$ cat src/design/met_pkg.sv
// Shared types, constants and register codes of the Mandelbrot escape-time pixel block.
package met_pkg;

    localparam int DEF_COORD_WIDTH = 32;
    localparam int DEF_PIXEL_BITS  = 12;
    localparam int DEF_COUNT_BITS  = 16;
    localparam int DEF_CELL_COUNT  = 2;

    localparam int COORD_REG_BITS  = 32;
    localparam int STEP_BITS       = 31;
    localparam int LIMIT_BITS      = 16;
    localparam int FIELD_PIX_BITS  = 12;
    localparam int FIELD_CNT_BITS  = 16;
    localparam int HUE_BITS        = 9;
    localparam int HUE_STEP        = 10;
    localparam int HUE_WRAP        = 360;
    localparam int APB_ADDR_BITS   = 5;
    localparam int APB_DATA_BITS   = 32;

    typedef enum logic [2:0] {
        REG_LEFT_REAL  = 3'd0,
        REG_TOP_IMAG   = 3'd1,
        REG_REAL_STEP  = 3'd2,
        REG_IMAG_STEP  = 3'd3,
        REG_ITER_LIMIT = 3'd4
    } reg_idx_t;

    typedef struct packed {
        logic [FIELD_PIX_BITS-1:0] column;
        logic [FIELD_PIX_BITS-1:0] row;
    } pixel_t;

    typedef struct packed {
        logic [FIELD_CNT_BITS-1:0] iteration_count;
        logic                      inside_set;
        logic [HUE_BITS-1:0]       hue_degrees;
    } result_t;

    // Control part of the token that travels around the ring of cells.
    typedef struct packed {
        logic valid;
        logic done;
        logic in_set;
        logic pending;
    } tok_ctl_t;

endpackage

$ cat src/design/met_seed.sv
// Maps an accepted pixel position to the complex point c, with saturation.
module met_seed #(
    parameter int COORD_WIDTH = 32,
    parameter int PIXEL_BITS  = 12
) (
    input  logic                                   clk,
    input  logic                                   rst_n,
    input  logic                                   take,
    input  logic [PIXEL_BITS-1:0]                  column_px,
    input  logic [PIXEL_BITS-1:0]                  row_px,
    input  logic signed [met_pkg::COORD_REG_BITS-1:0] left_real,
    input  logic signed [met_pkg::COORD_REG_BITS-1:0] top_imag,
    input  logic [met_pkg::STEP_BITS-1:0]          real_step,
    input  logic [met_pkg::STEP_BITS-1:0]          imag_step,
    output logic                                   seed_valid,
    output logic signed [COORD_WIDTH-1:0]          cr,
    output logic signed [COORD_WIDTH-1:0]          ci
);
    import met_pkg::*;

    localparam int W    = COORD_WIDTH;
    localparam int PW   = PIXEL_BITS + STEP_BITS;
    localparam int MX1  = (PW > COORD_REG_BITS) ? PW : COORD_REG_BITS;
    localparam int MX2  = (MX1 > W) ? MX1 : W;
    localparam int SW   = MX2 + 2;

    logic          vld_reg, vld_next;
    logic [PW-1:0] rprod_reg, rprod_next;
    logic [PW-1:0] iprod_reg, iprod_next;
    logic signed [SW-1:0] sum_r, sum_i;

    function automatic logic signed [W-1:0] clamp_c(input logic signed [SW-1:0] v);
        logic all_one;
        logic all_zero;
        all_one  = &v[SW-1:W-1];
        all_zero = ~|v[SW-1:W-1];
        if (all_one || all_zero)
            return v[W-1:0];
        else if (v[SW-1])
            return {1'b1, {(W-1){1'b0}}};
        else
            return {1'b0, {(W-1){1'b1}}};
    endfunction

    assign vld_next   = take;
    assign rprod_next = PW'(column_px) * PW'(real_step);
    assign iprod_next = PW'(row_px) * PW'(imag_step);

    always_ff @(posedge clk or negedge rst_n)
    begin
        if (!rst_n)
        begin
            vld_reg <= 1'b0;
        end
        else
        begin
            vld_reg <= vld_next;
        end
    end

    always_ff @(posedge clk)
    begin
        rprod_reg <= rprod_next;
        iprod_reg <= iprod_next;
    end

    assign sum_r = {{(SW-COORD_REG_BITS){left_real[COORD_REG_BITS-1]}}, left_real}
                 + {{(SW-PW){1'b0}}, rprod_reg};
    assign sum_i = {{(SW-COORD_REG_BITS){top_imag[COORD_REG_BITS-1]}}, top_imag}
                 - {{(SW-PW){1'b0}}, iprod_reg};

    assign seed_valid = vld_reg;
    assign cr         = clamp_c(sum_r);
    assign ci         = clamp_c(sum_i);

endmodule

$ cat config.mk
export PLATFORM = sky130hd
export DESIGN_NAME = met_seed
export DESIGN_NICKNAME = d
export VERILOG_FILES = /design/src/design/met_pkg.sv /design/src/design/met_seed.sv
export SDC_FILE = /design/constraint.sdc
export NUM_CORES = 2
export LEC_CHECK = 0
export ABC_AREA = 1
export BUFFER_PORTS_ARGS = -buffer_cell sky130_fd_sc_hd__buf_2
export CORE_MARGIN = 2
export CORE_UTILIZATION = 55
export CTS_CLUSTER_SIZE = 25
export DETAILED_ROUTE_END_ITERATION = 12
export HOLD_SLACK_MARGIN = 0.06
export PLACE_DENSITY = 0.74
export SYNTH_ARGS = -nofsm -noshare
export SYNTH_HDL_FRONTEND = slang
export SYNTH_SLANG_ARGS = --single-unit
$ cat constraint.sdc
create_clock -name clk -period 6 [get_ports clk]
set_clock_uncertainty 0.15 [all_clocks]
set_input_delay 1.2 -clock clk [delete_from_list [all_inputs] [get_ports clk]]
set_output_delay 1.2 -clock clk [all_outputs]
set_load 0.005 [all_outputs]
# After elaboration in Yosys (flattened, before gate mapping)

Index checks and enable logic that the tools add are counted.

Reduce and logical (&&, ||, !) cells: 8
Multipliers: 2
Multiplexer cells: 4
Add/sub/neg operators: 2

Operator list:

| operator                     | number |
|---|---|
| 2-to-1 mux 32 bit            | 4 |
| multiplier 12 x 31 -> 43 bit | 2 |
| adder 32 x 44 -> 45 bit      | 1 |
| subtractor 32 x 44 -> 45 bit | 1 |
| AND reduction 14 bit         | 2 |
| OR reduction 14 bit          | 2 |
| logical NOT 1 bit            | 2 |
| logical OR 1 bit             | 2 |

Input bits: 153
Output and inout bits: 65
Register bits after elaboration: 87

# Depth between registers and ports, before layout

Depth in word-level cells: 5
Gate-level depth with buffers: 27
Gate-level depth less buffers: 26

# Least setup slack after synthesis

No wires, ideal clock.

Kind: input port to flip-flop
Start: input port imag_step[7] in the netlist's numbering
End: register iprod_reg[37]
Library setup time: 0.112 ns
Cell stages on the path: 23
Path buffers: 1
Arrival: 5.856 ns
Required time: 5.738 ns
Slack: -0.118 ns
Cell sequence: clkbuf_1 -> nand2_1 -> fa_1 -> fa_1 -> fa_1 -> inv_1 -> fa_1 -> inv_1 -> fa_1 -> inv_1 -> ha_1 -> nand2_1 -> inv_1 -> a21oi_1 -> nand2_1 -> a21oi_1 -> o21ai_0 -> a21oi_1 -> o21ai_0 -> nand2_1 -> nand2_1 -> nand2_1 -> nand2_1

Longest elaborated chain between the ends: 1

Ends and longest elaborated chain:

| item                         | RTL line       | RTL |
|---|---|---|
| start, declared              | met_seed.sv:14 | `input logic [met_pkg::STEP_BITS-1:0] imag_step,` |
| multiplier 12 x 31 -> 43 bit | met_seed.sv:47 | `assign iprod_next = PW'(row_px) * PW'(imag_step);` |
| net iprod_next[37]           | met_seed.sv:29 | `logic [PW-1:0] iprod_reg, iprod_next;` |
| end signal, assigned         | met_seed.sv:64 | `iprod_reg <= iprod_next;` |
| end, declared                | met_seed.sv:29 |  |

The timed path passes the listed nets, and every way through them passes these cells.

# Worst setup path after layout

Start: input port column_px[11]
End: register rprod_reg[27]

Longest elaborated chain between the ends: 1

Ends and longest elaborated chain:

| item                         | RTL line       | RTL |
|---|---|---|
| start, declared              | met_seed.sv:9  | `input logic [PIXEL_BITS-1:0] column_px,` |
| multiplier 12 x 31 -> 43 bit | met_seed.sv:46 | `assign rprod_next = PW'(column_px) * PW'(real_step);` |
| net rprod_next[27]           | met_seed.sv:28 | `logic [PW-1:0] rprod_reg, rprod_next;` |
| end signal, assigned         | met_seed.sv:63 | `rprod_reg <= rprod_next;` |
| end, declared                | met_seed.sv:28 |  |

The timed path passes the listed nets, and every way through them passes these cells.

==> run metrics <==
crit path from column_px[11]; Final Hold Viols 0; post-route design area 0.0387 mm2; die height 250 um; Synth Warn # 0; Num CTS Buffers 9; GRT Resource Usage Total 30.1%; FILL cells 5,420; WP data arrival 6010 ps; clk buf depth 2; Worst-path clk slew 80 ps; Final Hold Slack 419 ps; Syn Std Cell Area 0.0334 mm2; H-tree Lvls 3; vias in the first global route 31,200; first-pass GRT wire length 153,000 um; min-delay worst type in2async; Root Driver clkbuf_16; Pins Over Slew Limit 0; num rows 90; port bufs 217; count leader, synth nand2_1; Slew headroom 64.1%; initial core utilization 55.5%; Pre-antenna DRT Iters 6; die area 0.0626 mm2; Slew @ Worst Pin 537 ps; share of layout cells above drive strength 1 13.8%; post-DP HPWL 80,900 um; Netlist cell types 46; Via Count 31,100; Final setup viols 0; cell taking the most area after synthesis fa_1; syn_area_per_cell 6.78 um2; WS Path Type in2reg; Tmin final 5860 ps; fraction of registers with async set/reset 1.15%; worst endpoint required time 6140 ps; max-cap check violation count 0; CP Max Fanout 7; routed vias/inst 5.04; CP Launch Type input port; placed inst area 0.0378 mm2; Post-synth top cells nand2_1, inv_1, fa_1; Final #Nets 6,370; top-area cell type share of the netlist area 34.9%; DR DRC count 0; top_reg_cell synth dfxtp_1; EDFF count, synth 0; Critical Path Sink Type register; WL final 92,100 um; routability cong. 0.983; P&R area growth vs syn 16.1%; Syn Nets 5,903; synth top area cells fa_1, nand2_1, inv_1; Die X-Extent 250 um; Routed Antenna Nets 0; Starting DRT DRC Count 2,364; Top-Level Pins 218; status complete, no violations; gr ovfl total 0; wire length per cell 14.9 um; largest net degree at the start of global routing 32; Max Fclk 171 MHz; initial antenna violation count 1; CTS tree done; Core ar. 0.0601 mm2; Clock Sink Count 87; Cells after Synth 4,918; fin crit share 97.7%; Yosys reg bits 87; register area share after synthesis 5.24%
-- cell type report --
| cell class | instances | area (um2) | share of cell area, % |
|---|---|---|---|
| multi-input cells | 3399 | 26600 | 68.6 |
| clock buffers | 10 | 239 | 0.617 |
| clock inverters | 6 | 51.3 | 0.132 |
| diodes | 1 | 2.50 | 0.00646 |
| inverters | 1286 | 4830 | 12.5 |
| well taps | 782 | 978 | 2.53 |
| flip-flops and latches | 87 | 1750 | 4.51 |
| repair buffers | 602 | 4310 | 11.1 |
-- path summary, 6_finish.rpt --
check                                        end  cells after the start
worst min-delay path        seed_valid$_DFF_PN0_                      1
min in group clk            seed_valid$_DFF_PN0_                      1
max in group asynchronous   seed_valid$_DFF_PN0_                      1
worst max-delay path       rprod_reg[27]$_DFF_P_                     23
-- through the flow --
step	worst slack (ps)	utilization [%]	std cells	setup TNS, ps
after floorplan	-12.6	-	4918	-12.6
after global placement	-457	62.9	6151	-9950
after detailed placement	-465	62.9	6151	-13690
after CTS	1.24	63.5	6167	0
after global routing	-47.8	64.4	6173	-132
final	136	64.4	6173	0
-- metal layers --
metal | track usage, % | vias up | part of all wire [%]
li1 | - | 15200 | -
met1 | 43.6 | 14700 | 45
met2 | 47.9 | 1160 | 44
met3 | 3.25 | 132 | 7.7
met4 | 8.45 | 0 | 2.7
met5 | 0 | - | 0
-- worst max-delay path, stage by stage --
cell and delay, ps:
clkbuf_4 180, buf_12 150, buf_12 130, nand2_1 60, inv_1 50, fa_1 480
fa_1 520, fa_1 430, fa_1 490, inv_1 50, fa_1 490, inv_1 50
ha_2 300, buf_4 170, nand2_2 110, o21ai_0 120, a21oi_1 170, nand2_1 110
a31oi_4 220, buf_4 150, inv_1 30, a21oi_1 150, xnor2_1 160
-- cell families (layout without fill, tap and decap cells) --
kind of cell	Yosys count	in the layout	synth area share, %
fa+ha+maj	832	832	44.3
xor+xnor	135	135	3.54
simple gates	2114	2114	25.1
buf+inv	1432	1904	16.4
flops	87	87	5.24
other cells	0	1	0
compound gates	318	318	5.42
-- repair_timing --
| item | 4_1_cts | 5_1_grt |
|---|---|---|
| hold buffers | 0 | 0 |
| pin swaps | 0 | 14 |
| gates resized for setup | 6 | 130 |
| setup buffers | 0 | 5 |
| endpoints found under the setup margin | 10 | 44 |
-- cell usage in the layout (no fill, tap or decap), types with 5 or more instances in the layout --
master and n:
clkbuf_16 9, fa_2 6, a31oi_1 24, dfxtp_1 86, xnor2_1 46, o211ai_1 5, nor2_1 216, nand3_2 12
xor2_1 88, o21bai_1 17, nor3_1 10, nand3_1 101, a21o_1 12, nor2_2 26, buf_2 199, a21oi_2 18
o21a_1 13, nand2_1 1678, o21ai_1 13, clkbuf_4 8, nand2_2 15, buf_12 18, inv_1 1281, ha_4 12
nor3_2 5, buf_6 8, buf_4 365, fa_1 576, ha_1 235, nand3b_1 8, a21oi_1 143, nand4_1 20
o21ai_0 46
Power is left out: the tool's default activity adds up to more than one toggle a clock period on the data nets, which glitch-free logic cannot reach.
